===== src/hw/rtl/rsdq_pkg.sv =====
// rsdq_pkg: shared types and codes for the reversible sortable deque
// used by the interface file and every module of the block
`default_nettype none
package rsdq_pkg;
  localparam int unsigned DEPTH_DEF = 32;
  localparam int unsigned FUNC_W = 3;
  localparam int unsigned DATA_W = 32;
  localparam int unsigned KIND_W = 2;

  typedef enum logic [FUNC_W-1:0] {
    FN_NOP        = 3'd0,
    FN_PUSH_FRONT = 3'd1,
    FN_POP_FRONT  = 3'd2,
    FN_PUSH_BACK  = 3'd3,
    FN_POP_BACK   = 3'd4,
    FN_REVERSE    = 3'd5,
    FN_DUMP       = 3'd6,
    FN_SORT       = 3'd7
  } func_t;

  localparam logic [KIND_W-1:0] KIND_COUNT = 2'd0;
  localparam logic [KIND_W-1:0] KIND_ELEM  = 2'd1;
  localparam logic [KIND_W-1:0] KIND_ERR   = 2'd2;

  typedef struct packed {
    logic [KIND_W-1:0] kind;
    logic signed [DATA_W-1:0] data;
    logic last;
  } res_t;

  // signed less-than
  function automatic logic lt_signed(input logic [DATA_W-1:0] a, input logic [DATA_W-1:0] b);
    lt_signed = $signed(a) < $signed(b);
  endfunction
endpackage
`default_nettype wire


===== src/hw/rtl/rsdq_if.sv =====
// rsdq_if: valid/ready channels (command and result), each carrying one beat of payload
// depends on rsdq_pkg for the payload widths
`default_nettype none
interface rsdq_cmd_if;
  import rsdq_pkg::*;
  logic valid;
  logic ready;
  logic [FUNC_W-1:0] func;
  logic signed [DATA_W-1:0] value;
  modport source (output valid, func, value, input ready);
  modport sink (input valid, func, value, output ready);
endinterface

interface rsdq_res_if;
  import rsdq_pkg::*;
  logic valid;
  logic ready;
  logic [KIND_W-1:0] kind;
  logic signed [DATA_W-1:0] data;
  logic last;
  modport source (output valid, kind, data, last, input ready);
  modport sink (input valid, kind, data, last, output ready);
endinterface
`default_nettype wire


===== src/hw/rtl/rsdq_ram.sv =====
// rsdq_ram: element store, one write port and one registered read port
// depends on rsdq_pkg for the data width
`default_nettype none
module rsdq_ram #(
  parameter int unsigned DEPTH = rsdq_pkg::DEPTH_DEF,
  parameter int unsigned AW = 5
) (
  input  wire logic clk,
  input  wire logic we,
  input  wire logic [AW-1:0] waddr,
  input  wire logic [rsdq_pkg::DATA_W-1:0] wdata,
  input  wire logic [AW-1:0] raddr,
  output      logic [rsdq_pkg::DATA_W-1:0] rdata
);
  import rsdq_pkg::*;
  logic [DATA_W-1:0] mem [DEPTH];
  always_ff @(posedge clk) begin
    if (we) mem[waddr] <= wdata;
    rdata <= mem[raddr];
  end
endmodule
`default_nettype wire


===== src/hw/rtl/rsdq_ctrl.sv =====
// rsdq_ctrl: command sequencer: pointers, dump walk, bubble sort passes
// depends on rsdq_pkg, rsdq_if and drives rsdq_ram through its ports
`default_nettype none
module rsdq_ctrl #(
  parameter int unsigned DEPTH = rsdq_pkg::DEPTH_DEF,
  parameter int unsigned AW = 5,
  parameter int unsigned CW = 6
) (
  input  wire logic clk,
  input  wire logic rst_n,
  rsdq_cmd_if.sink in_ch,
  rsdq_res_if.source out_ch,
  output      logic we,
  output      logic [AW-1:0] waddr,
  output      logic [rsdq_pkg::DATA_W-1:0] wdata,
  output      logic [AW-1:0] raddr,
  input  wire logic [rsdq_pkg::DATA_W-1:0] rdata
);
  import rsdq_pkg::*;

  typedef enum logic [2:0] {
    S_IDLE, S_DREAD, S_DOUT, S_SREAD, S_SCMP, S_SWAIT
  } state_t;

  state_t state_r, state_nxt;
  logic [AW-1:0] head_r, head_nxt;
  logic [CW-1:0] cnt_r, cnt_nxt;
  logic rev_r, rev_nxt;
  logic [CW-1:0] idx_r, idx_nxt;   // walk position
  logic [CW-1:0] pass_r, pass_nxt; // sort passes left
  logic swp_r, swp_nxt;            // swap seen in this pass
  logic [DATA_W-1:0] prev_r, prev_nxt;
  logic ov_r, ov_nxt;
  res_t ob_r, ob_nxt;

  // physical slot of logical offset i from head
  function automatic logic [AW-1:0] slot(input logic [AW-1:0] h, input logic [CW-1:0] i);
    logic [CW:0] s;
    s = (CW+1)'(h) + (CW+1)'(i);
    if (s >= (CW+1)'(DEPTH)) s = s - (CW+1)'(DEPTH);
    slot = s[AW-1:0];
  endfunction

  logic in_acc, ob_free;
  assign ob_free = !ov_r || out_ch.ready;
  assign in_ch.ready = (state_r == S_IDLE) && ob_free;
  assign in_acc = in_ch.valid && in_ch.ready;
  assign out_ch.valid = ov_r;
  assign out_ch.kind = ob_r.kind;
  assign out_ch.data = ob_r.data;
  assign out_ch.last = ob_r.last;

  always_comb begin
    logic side;
    logic [CW-1:0] ridx;
    state_nxt = state_r; head_nxt = head_r; cnt_nxt = cnt_r; rev_nxt = rev_r;
    idx_nxt = idx_r; pass_nxt = pass_r; swp_nxt = swp_r; prev_nxt = prev_r;
    ov_nxt = ov_r && !out_ch.ready; ob_nxt = ob_r;
    we = 1'b0; waddr = '0; wdata = in_ch.value; raddr = slot(head_r, idx_r);
    side = 1'b0; ridx = '0;
    unique case (state_r)
      S_IDLE: if (in_acc) begin
        unique case (func_t'(in_ch.func))
          FN_PUSH_FRONT, FN_PUSH_BACK: begin
            if (cnt_r >= CW'(DEPTH)) begin
              ov_nxt = 1'b1; ob_nxt = '{KIND_ERR, '0, 1'b1};
            end else begin
              side = (in_ch.func == FN_PUSH_BACK) ^ rev_r;
              we = 1'b1;
              if (!side) begin
                head_nxt = slot(head_r, CW'(DEPTH - 1));
                waddr = head_nxt;
              end else waddr = slot(head_r, cnt_r);
              cnt_nxt = cnt_r + 1'b1;
            end
          end
          FN_POP_FRONT, FN_POP_BACK: begin
            if (cnt_r == '0) begin
              ov_nxt = 1'b1; ob_nxt = '{KIND_ERR, '0, 1'b1};
            end else begin
              side = (in_ch.func == FN_POP_BACK) ^ rev_r;
              if (!side) head_nxt = slot(head_r, CW'(1));
              cnt_nxt = cnt_r - 1'b1;
            end
          end
          FN_REVERSE: rev_nxt = !rev_r;
          FN_DUMP: begin
            ov_nxt = 1'b1;
            ob_nxt = '{KIND_COUNT, DATA_W'(cnt_r), cnt_r == '0};
            idx_nxt = '0;
            if (cnt_r != '0) state_nxt = S_DREAD;
          end
          FN_SORT: begin
            rev_nxt = 1'b0;
            if (cnt_r > CW'(1)) begin
              pass_nxt = cnt_r - 1'b1; idx_nxt = '0; swp_nxt = 1'b0;
              state_nxt = S_SREAD;
            end
          end
          default: ;
        endcase
      end
      S_DREAD: begin
        ridx = rev_r ? (cnt_r - 1'b1 - idx_r) : idx_r;
        raddr = slot(head_r, ridx);
        state_nxt = S_DOUT;
      end
      S_DOUT: begin
        // keep the read address so the element survives a stalled result
        ridx = rev_r ? (cnt_r - 1'b1 - idx_r) : idx_r;
        raddr = slot(head_r, ridx);
        if (ob_free) begin
          ov_nxt = 1'b1;
          ob_nxt = '{KIND_ELEM, rdata, (idx_r + 1'b1) == cnt_r};
          idx_nxt = idx_r + 1'b1;
          state_nxt = ((idx_r + 1'b1) == cnt_r) ? S_IDLE : S_DREAD;
        end
      end
      S_SREAD: begin
        raddr = slot(head_r, idx_r);
        state_nxt = S_SCMP;
      end
      S_SCMP: begin
        // idx_r element now in rdata; compare with previous
        if (idx_r != '0 && lt_signed(rdata, prev_r)) begin
          we = 1'b1; waddr = slot(head_r, idx_r - 1'b1); wdata = rdata;
          swp_nxt = 1'b1;
          // prev stays the larger value, written into idx_r below
          state_nxt = S_SWAIT;
        end else begin
          prev_nxt = rdata;
          if (idx_r == pass_r) begin
            pass_nxt = pass_r - 1'b1; idx_nxt = '0; swp_nxt = 1'b0;
            state_nxt = (!swp_r || pass_r == CW'(1)) ? S_IDLE : S_SREAD;
          end else begin
            idx_nxt = idx_r + 1'b1; state_nxt = S_SREAD;
          end
        end
      end
      S_SWAIT: begin
        we = 1'b1; waddr = slot(head_r, idx_r); wdata = prev_r;
        if (idx_r == pass_r) begin
          pass_nxt = pass_r - 1'b1; idx_nxt = '0; swp_nxt = 1'b0;
          state_nxt = (pass_r == CW'(1)) ? S_IDLE : S_SREAD;
        end else begin
          idx_nxt = idx_r + 1'b1; state_nxt = S_SREAD;
        end
      end
      default: state_nxt = S_IDLE;
    endcase
  end

  always_ff @(posedge clk) begin
    if (!rst_n) begin
      state_r <= S_IDLE; head_r <= '0; cnt_r <= '0; rev_r <= 1'b0;
      idx_r <= '0; pass_r <= '0; swp_r <= 1'b0; ov_r <= 1'b0;
    end else begin
      state_r <= state_nxt; head_r <= head_nxt; cnt_r <= cnt_nxt; rev_r <= rev_nxt;
      idx_r <= idx_nxt; pass_r <= pass_nxt; swp_r <= swp_nxt; ov_r <= ov_nxt;
    end
    prev_r <= prev_nxt;
    ob_r <= ob_nxt;
  end
endmodule
`default_nettype wire


===== src/hw/rtl/reversible_sortable_deque.sv =====
// reversible_sortable_deque: top level, store memory plus command sequencer
// depends on rsdq_pkg, rsdq_if, rsdq_ram, rsdq_ctrl
//
//  channel | dir | beat carries
//  in_     | in  | func, value
//  out_    | out | kind, data, last
//
// push, pop, reverse: at most one store write each
// dump: count beat, then per element a store read (S_DREAD) and an element beat (S_DOUT)
// sort: bubble passes; per compare S_SREAD, S_SCMP and on a swap S_SWAIT; up to n*n/2 compares
// reset clears state, pointers, count and flags; store contents need no clearing
// out_ready low stalls the dump walk; in_ready is low while a dump or sort walk runs
`default_nettype none
module reversible_sortable_deque #(
  parameter int unsigned DEPTH = rsdq_pkg::DEPTH_DEF
) (
  input  wire logic clk,
  input  wire logic rst_n,
  input  wire logic in_valid,
  output      logic in_ready,
  input  wire logic [rsdq_pkg::FUNC_W-1:0] in_func,
  input  wire logic signed [rsdq_pkg::DATA_W-1:0] in_value,
  output      logic out_valid,
  input  wire logic out_ready,
  output      logic [rsdq_pkg::KIND_W-1:0] out_kind,
  output      logic signed [rsdq_pkg::DATA_W-1:0] out_data,
  output      logic out_last
);
  import rsdq_pkg::*;
  localparam int unsigned AW = (DEPTH > 1) ? $clog2(DEPTH) : 1;
  localparam int unsigned CW = $clog2(DEPTH + 1);

  rsdq_cmd_if cmd_ch ();
  rsdq_res_if res_ch ();

  assign cmd_ch.valid = in_valid;
  assign cmd_ch.func = in_func;
  assign cmd_ch.value = in_value;
  assign in_ready = cmd_ch.ready;
  assign out_valid = res_ch.valid;
  assign out_kind = res_ch.kind;
  assign out_data = res_ch.data;
  assign out_last = res_ch.last;
  assign res_ch.ready = out_ready;

  logic we;
  logic [AW-1:0] waddr, raddr;
  logic [DATA_W-1:0] wdata, rdata;

  rsdq_ram #(.DEPTH(DEPTH), .AW(AW)) u_ram (
    .clk(clk), .we(we), .waddr(waddr), .wdata(wdata), .raddr(raddr), .rdata(rdata)
  );

  rsdq_ctrl #(.DEPTH(DEPTH), .AW(AW), .CW(CW)) u_ctrl (
    .clk(clk), .rst_n(rst_n), .in_ch(cmd_ch), .out_ch(res_ch),
    .we(we), .waddr(waddr), .wdata(wdata), .raddr(raddr), .rdata(rdata)
  );

  // a stalled result beat holds its payload
  a_hold: assert property (@(posedge clk) disable iff (!rst_n)
    out_valid && !out_ready |=> out_valid && $stable(out_data) && $stable(out_kind))
    else $error("result beat changed under stall");
  // an error beat is always the final one and carries zero
  a_err: assert property (@(posedge clk) disable iff (!rst_n)
    out_valid && out_kind == KIND_ERR |-> out_last && out_data == '0)
    else $error("bad error beat");
  // no new command while a beat waits unaccepted
  a_nocmd: assert property (@(posedge clk) disable iff (!rst_n)
    out_valid && !out_ready |-> !in_ready)
    else $error("command taken under stall");
endmodule
`default_nettype wire

===== config.mk =====
export PLATFORM = sky130hd
export DESIGN_NAME = reversible_sortable_deque
export DESIGN_NICKNAME = d
export VERILOG_FILES = /design/src/hw/rtl/rsdq_pkg.sv /design/src/hw/rtl/rsdq_if.sv /design/src/hw/rtl/rsdq_ram.sv /design/src/hw/rtl/rsdq_ctrl.sv /design/src/hw/rtl/reversible_sortable_deque.sv
export SDC_FILE = /design/constraint.sdc
export NUM_CORES = 2
export LEC_CHECK = 0
export ABC_AREA = 1
export BUFFER_PORTS_ARGS = -buffer_cell sky130_fd_sc_hd__buf_2
export CORE_MARGIN = 4
export CORE_UTILIZATION = 35
export CTS_CLUSTER_DIAMETER = 60
export DETAILED_ROUTE_END_ITERATION = 10
export GPL_TIMING_DRIVEN = 1
export REMOVE_ABC_BUFFERS = 1
export SETUP_SLACK_MARGIN = 0.1
export SYNTH_ARGS = -nofsm -noshare
export SYNTH_HDL_FRONTEND = slang
export SYNTH_SLANG_ARGS = --single-unit

===== constraint.sdc =====
create_clock -name clk -period 4.8 [get_ports clk]
set_clock_uncertainty 0.1 [all_clocks]
set_input_delay 0.24 -clock clk [delete_from_list [all_inputs] [get_ports clk]]
set_output_delay 0.24 -clock clk [all_outputs]
set_load 0.01 [all_outputs]

== After elaboration in Yosys (flattened, before gate mapping) ==
Memories as Yosys holds them, arrays and structs flattened. A register that Yosys moved wholly into a read port is not among the register bits.
Index checks and enable logic that the tools add are counted.
Storage, ports and cells
  bits in registers: 96
  bits in latches: 0
  RAM bits: 1024
  ROM bits: 0
  output and inout port bits: 37
  memories: 1
Memories
  u_ram.mem: depth 32, bits a word 32, read ports 1, clocked after Yosys merged registers in 1, write ports 1, RTL line rsdq_ram.sv:16  | logic [DATA_W-1:0] mem [DEPTH];
Operators by class
  add/subtract/negate cells: 18
  multipliers: 0
  divide/modulo/power cells: 0
  order comparisons: 9
  eq/ne operators: 30
  shift-type cells: 0
  muxes and demuxes: 75
  bitwise gates (word level): 3
  reduce and logical (&&, ||, !) cells: 31
Operators with widths (count)
  35-bit two-way mux: 4
  35-bit one-hot mux with 3 select lines: 1
  5-bit two-way mux: 16
  6-bit two-way mux: 13
  35-bit one-hot mux with 2 select lines: 1
  32-bit one-hot mux with 2 select lines: 1
  32-bit < comparator: 1
  32-bit two-way mux: 1
  5-bit by 1-bit subtractor with 5-bit output (second input constant): 6
  5-bit by 6-bit adder with 7-bit output: 4
  7-bit by 6-bit greater-or-equal comparator with 1-bit output (second input constant): 4
  6-bit one-hot mux with 2 select lines: 2
  6-bit one-hot mux with 4 select lines: 1
  3-bit two-way mux: 7
  3-bit == test (second input constant): 6
  6-bit greater-or-equal comparator (second input constant): 3
  3-bit one-hot mux with 6 select lines: 1
  6-bit one-hot mux with 3 select lines: 1
  6-bit by 1-bit subtractor with 6-bit output (second input constant): 3
  1-bit two-way mux: 16
  3-bit inequality test (second input constant): 5
  5-bit one-hot mux with 3 select lines: 1
  5-bit AND reduction: 3
  2-bit inequality test (second input constant): 7
  other kinds (33): 58

== Logic depth before layout (Yosys ltp) ==
  depth in word-level cells: 8
  gate-level depth with buffers: 20

== Modules after synthesis ==
Synthesis repeated with hierarchy kept, for this count alone.
Unflattened totals
  cells, all modules: 4490
  area total of the unflattened synthesis: 49526.2 µm²
Modules (own cells, without submodules)
  rsdq_ram: times used 1, cells an instance 3536, area an instance 42405.7 µm², sequential area each 31390.1 µm²
  rsdq_ctrl: times used 1, cells an instance 954, area an instance 7120.6 µm², sequential area each 2592.5 µm²

== Worst setup path after synthesis ==
No wires, ideal clock.
  path type: reg-to-reg
  start point: register u_ctrl.prev_r[21]
  end point: memory u_ram.mem[0][15], data pin
  data arrival time: 3725 ps
  required time: 4302 ps
  setup slack: 577 ps
  stages on the path, launching flop included: 15
  clock period less this slack: 4223 ps
  cell sequence: edfxtp_1 -> inv_1 -> ha_1 -> a21oi_1 -> nor2_1 -> nor2_1 -> nand3_1 -> a21oi_1 -> nand3_1 -> nand2_1 -> nor2_1 -> nor2_1 -> clkbuf_1 -> nand2_1 -> a31oi_1
Between the ends
  longest elaborated chain between the ends: 4
RTL lines
  from (decl): RTL line rsdq_ctrl.sv:32  | logic [DATA_W-1:0] prev_r, prev_nxt;
  from (signal assigned): RTL line rsdq_ctrl.sv:161  | prev_r <= prev_nxt;
  32-bit < comparator: RTL line rsdq_pkg.sv:33  | lt_signed = $signed(a) < $signed(b);
  1-bit logical AND: RTL line rsdq_ctrl.sv:125  | if (idx_r != '0 && lt_signed(rdata, prev_r)) begin
  32-bit two-way mux: RTL line rsdq_ctrl.sv:125
  32-bit one-hot mux with 2 select lines: RTL line rsdq_ctrl.sv:61  | unique case (state_r)
  named net u_ctrl.wdata (one bit): RTL line rsdq_ctrl.sv:15  | output logic [rsdq_pkg::DATA_W-1:0] wdata,
  to (decl): RTL line rsdq_ram.sv:16
The timed path passes the listed nets, and every way through them passes these cells.

== Final worst setup path ==
  start point: register u_ctrl.cnt_r[1]
  end point: register u_ram.rdata[28] in the netlist's numbering (read register of u_ram.mem)
Between the ends
  longest elaborated chain between the ends: 7
  elaborated cells between the ends (all ways): 8
RTL lines
  from (decl): RTL line rsdq_ctrl.sv:27  | logic [CW-1:0] cnt_r, cnt_nxt;
  from (signal assigned): RTL line rsdq_ctrl.sv:158  | state_r <= state_nxt; head_r <= head_nxt; cnt_r <= cnt_nxt; rev_r <= rev_nxt;
  6-bit by 1-bit subtractor with 6-bit output (*): RTL line rsdq_ctrl.sv:104, rsdq_ctrl.sv:110
  6-bit subtractor (*): RTL line rsdq_ctrl.sv:104, rsdq_ctrl.sv:110
  6-bit two-way mux (*): RTL line rsdq_ctrl.sv:104, rsdq_ctrl.sv:110
  5-bit by 6-bit adder with 7-bit output (*): RTL line rsdq_ctrl.sv:39  | s = (CW+1)'(h) + (CW+1)'(i);
  7-bit by 6-bit greater-or-equal comparator with 1-bit output or 5-bit by 1-bit subtractor with 5-bit output (tied branches): RTL line rsdq_ctrl.sv:40  | if (s >= (CW+1)'(DEPTH)) s = s - (CW+1)'(DEPTH);
  5-bit two-way mux (*): RTL line rsdq_ctrl.sv:40
  5-bit two-way mux (*)
  to (decl): RTL line rsdq_ram.sv:13  | output logic [rsdq_pkg::DATA_W-1:0] rdata
Mark *: on every way between the ends. The rest lies on a longest branch, timed or not.
A chain may end at the register's enable or synchronous reset.

==> implementation parameters <==
Parameter                              Value

Setup path
  Critical path class    flop to flop
  Critical-path cell list    inv_1, ha_1, inv_1, fa_1, nand2_1, o21ai_0, inv_1, fa_1, xnor2_1, or2_2, o21ai_4, inv_6, buf_4, o221ai_1, nand3_1, nand2_1, o21a_1
  Setup crit start kind    flop
  Cell family with the largest share of critical-path delay    adder cells
  Register-to-register setup slack    0.46 ns
  Cell mode on critical path    sky130_fd_sc_hd__inv_1
  Arrival time at the worst endpoint    4.86 ns
  Buf+Inv Stages, Crit Path    5
  Req. time, crit path    5.32 ns
  Critical path peak fanout    60
  Delay of the slowest cell on the worst path    0.70 ns
  Crit-path slowest cell    sky130_fd_sc_hd__buf_4
  Type of element capturing the critical path    flop

Synthesis
  #FFs+latches synth    1,152
  Cell Area, Synth    48,100 sq um
  Yosys warnings    0
  Cell accounting for the most synthesized area    sky130_fd_sc_hd__edfxtp_1
  Most frequently used cell type in the post-synthesis netlist    sky130_fd_sc_hd__edfxtp_1
  Library cells used by synthesis    42
  Cell types with the highest counts after synthesis    sky130_fd_sc_hd__edfxtp_1, sky130_fd_sc_hd__nor2_1, sky130_fd_sc_hd__o21ai_0
  Count of flip-flops with a built-in enable after synthesis    1,091
  Area fraction of the dominant cell type after synthesis    just under 70%
  Sequential cell area fraction in the yosys report    70.6%
  Prevailing post-synth register cell    sky130_fd_sc_hd__edfxtp_1
  Cells taking the most area after synthesis    sky130_fd_sc_hd__edfxtp_1, sky130_fd_sc_hd__nor2_1, sky130_fd_sc_hd__o221ai_1
  Post-synthesis async set-or-reset flop share    0%
  Mean area per synthesized cell    12.8 sq um
  Cell count after synthesis    ~3.7k

Timing
  Final period demand of the worst path    ~4.3 ns
  Final Hold Fails    0
  Setup TNS    0 ns
  Maximum operating frequency    230 MHz
  Part of the cycle the worst path needs    90.5%
  Actual slew at the worst max-slew pin    between 1 and 1.5 ns
  Unrepaired setup endpoints after global routing    no
  Worst slew margin relative to its limit    roughly a fifth
  Number of failing setup endpoints in the final timing report    0
  Final Max Tran Viols    0

Power
  Power density relative to cell area    426 nW/um^2
  Largest voltage drop on the vdd net    0.301 mV
  Standby leakage power    roughly 18 nW

Placement
  HPWL after detailed placement    about 83 mm
  Gpl congestion    approximately 0.85
  # placed instances    roughly 5.5k
  Port Buffer Count    75
  Post-Place Cell Area    51,900 sq um

Cells and area
  Final-layout fill cell count    about 12k
  Sequential cell area    34,000 sq um
  Final cell utilization of the core    40.9%
  Area growth from synthesis to layout    15.6%
  Fraction of layout cells with a size suffix above 1    ~12%
  Number of standard cells in the final layout excluding fillers    5,756
  Final layout net count    3,978
  Cell area after layout    55,600 sq um
  Area of the multi-input gates    12,900 sq um

Drt
  Number of vias per cell    roughly 5.6
  DRT Pass-1 Iters    6
  Number of violations reported at the end of detailed-routing iteration 0    4,124
  Post-Route WL    149 mm
  Number of remaining DRC errors    0
  Via total after detailed routing    32.5k
  Antenna viol nets, final    0
  WL/cell    about 26 microns

Global route
  Global-route wire length before repair    214 mm
  Total congestion overflow after global routing    0
  Number of global-route vias before repair    30.5k
  Pin count of the biggest net entering global routing    230
  Initial antenna violation count    9
  Overall fraction of global-route tracks in use    between 20 and 25%

Clock network
  Post-CTS Resized    0
  Clock H-tree levels    3
  Later-pin clock latency in the skew report    between 0.7 and 0.8 ns
  Buffer levels on the longest clock path    3
  Clock-pin slew on the worst setup and hold paths    0.07 ns
  Clock root buffer    sky130_fd_sc_hd__clkbuf_16
  Total setup buffers inserted after CTS    0
  Total clock buffers created by CTS    115
  CTS tree    yes
  Number of sinks driven by the clock tree    1,152

Floorplanning
  Die width    379 microns
  Die Span Y    approximately 380 microns
  Die footprint    143,000 sq um
  Number of core rows    between 100 and 150
  Placeable core area    136,000 sq um
  Effective utilization at floorplan    35.4%
  I/O Pins    76

Job
  Max Cap Viol    0

Outcome
  Status    completed

Min path
  Hold WC Path Type    input pin to flop
## tightest hold or removal path: stages
cell                       delay [ns]
sky130_fd_sc_hd__buf_2           0.13
sky130_fd_sc_hd__nand2_1         0.07
sky130_fd_sc_hd__o211ai_1        0.11
sky130_fd_sc_hd__buf_4           0.21
## routing by layer
metal / share of wire [%] / vias to the layer above / global-route usage [%]
met4: 2.7 / 0 / 5.62
met3: 9.2 / 245 / 3.49
met1: 43 / 16397 / 29.3
li1: - / 14250 / -
met2: 45 / 1625 / 31.6
met5: 0 / - / 0
## final cells by class
type                       count  share of cell area (%)
antenna                        2                 0.00900
clock buffer                 161                    5.72
clock inverter                57                   0.801
inverter                     144                   0.997
multi-input combinational   2211                    23.2
sequential                  1152                    61.1
tap                         1781                    4.01
timing repair buffer         248                    4.12
## where the power goes
group	switching (mW)	internal, mW
logic	2.27	1.11
clock network	3.84	4.89
registers	0.277	11.3
## logic make-up (layout without fill, tap and decap cells)
logic type | count (synthesis) | count (layout) | share of synthesized area [%]
compound gates | 989 | 989 | 14.1
buf+inv | 383 | 610 | 3.38
xor+xnor | 34 | 34 | 0.619
other cells | 0 | 2 | 0
simple gates | 1121 | 1121 | 9.47
fa+ha+maj | 67 | 67 | 1.82
flops | 1152 | 1152 | 70.6
## placed cells by master (no fill, tap or decap), types with 117 or more instances in the layout
cell and count:
sky130_fd_sc_hd__edfxtp_1 1091, sky130_fd_sc_hd__inv_1 133, sky130_fd_sc_hd__nand2_1 234, sky130_fd_sc_hd__nor2_1 616, sky130_fd_sc_hd__buf_4 119, sky130_fd_sc_hd__nand3_1 205
sky130_fd_sc_hd__o21ai_0 294, sky130_fd_sc_hd__o21bai_1 257, sky130_fd_sc_hd__clkbuf_16 117, sky130_fd_sc_hd__o221ai_1 256
## path summary, 6_finish.rpt
kind              startpoint                end  cells past startpoint
max reg2reg  u_ctrl.cnt_r[1]    u_ram.rdata[28]                     17
min             in_value[23]  u_ram.mem[27][23]                      4
max          u_ctrl.cnt_r[1]    u_ram.rdata[28]                     17
min reg2reg  u_ctrl.cnt_r[5]    u_ctrl.cnt_r[5]                      2
## repair_timing
action | CTS | global route
hold buffers | 6 | 0
setup endpoints to repair | 0 | 0
hold endpoints to repair | 36 | 0
## state kept, by name, summed over array words and instances (netlist names)
name,flops
u_ram.mem,1024
u_ctrl.idx_r,6
u_ctrl.out_ch.valid,1
u_ctrl.out_ch.last,1
u_ctrl.out_ch.data,32
u_ctrl.pass_r,6
u_ctrl.out_ch.kind,2
u_ctrl.cnt_r,6
u_ctrl.swp_r,1
u_ctrl.state_r,3
u_ram.rdata,32
u_ctrl.rev_r,1
u_ctrl.prev_r,32
u_ctrl.head_r,5
## metrics by stage
step           power (mW)  hold slack, ns  setup WS (ns)
2_1_floorplan        13.7           0.263         -11.15
3_3_place_gp         15.1           0.359          0.586
3_5_place_dp         15.1           0.362          0.526
4_1_cts              23.8          0.0199          0.518
5_1_grt              24.5          0.0618          0.211
6_report             23.7          0.0589          0.458
(Power assumes the default switching activity.)
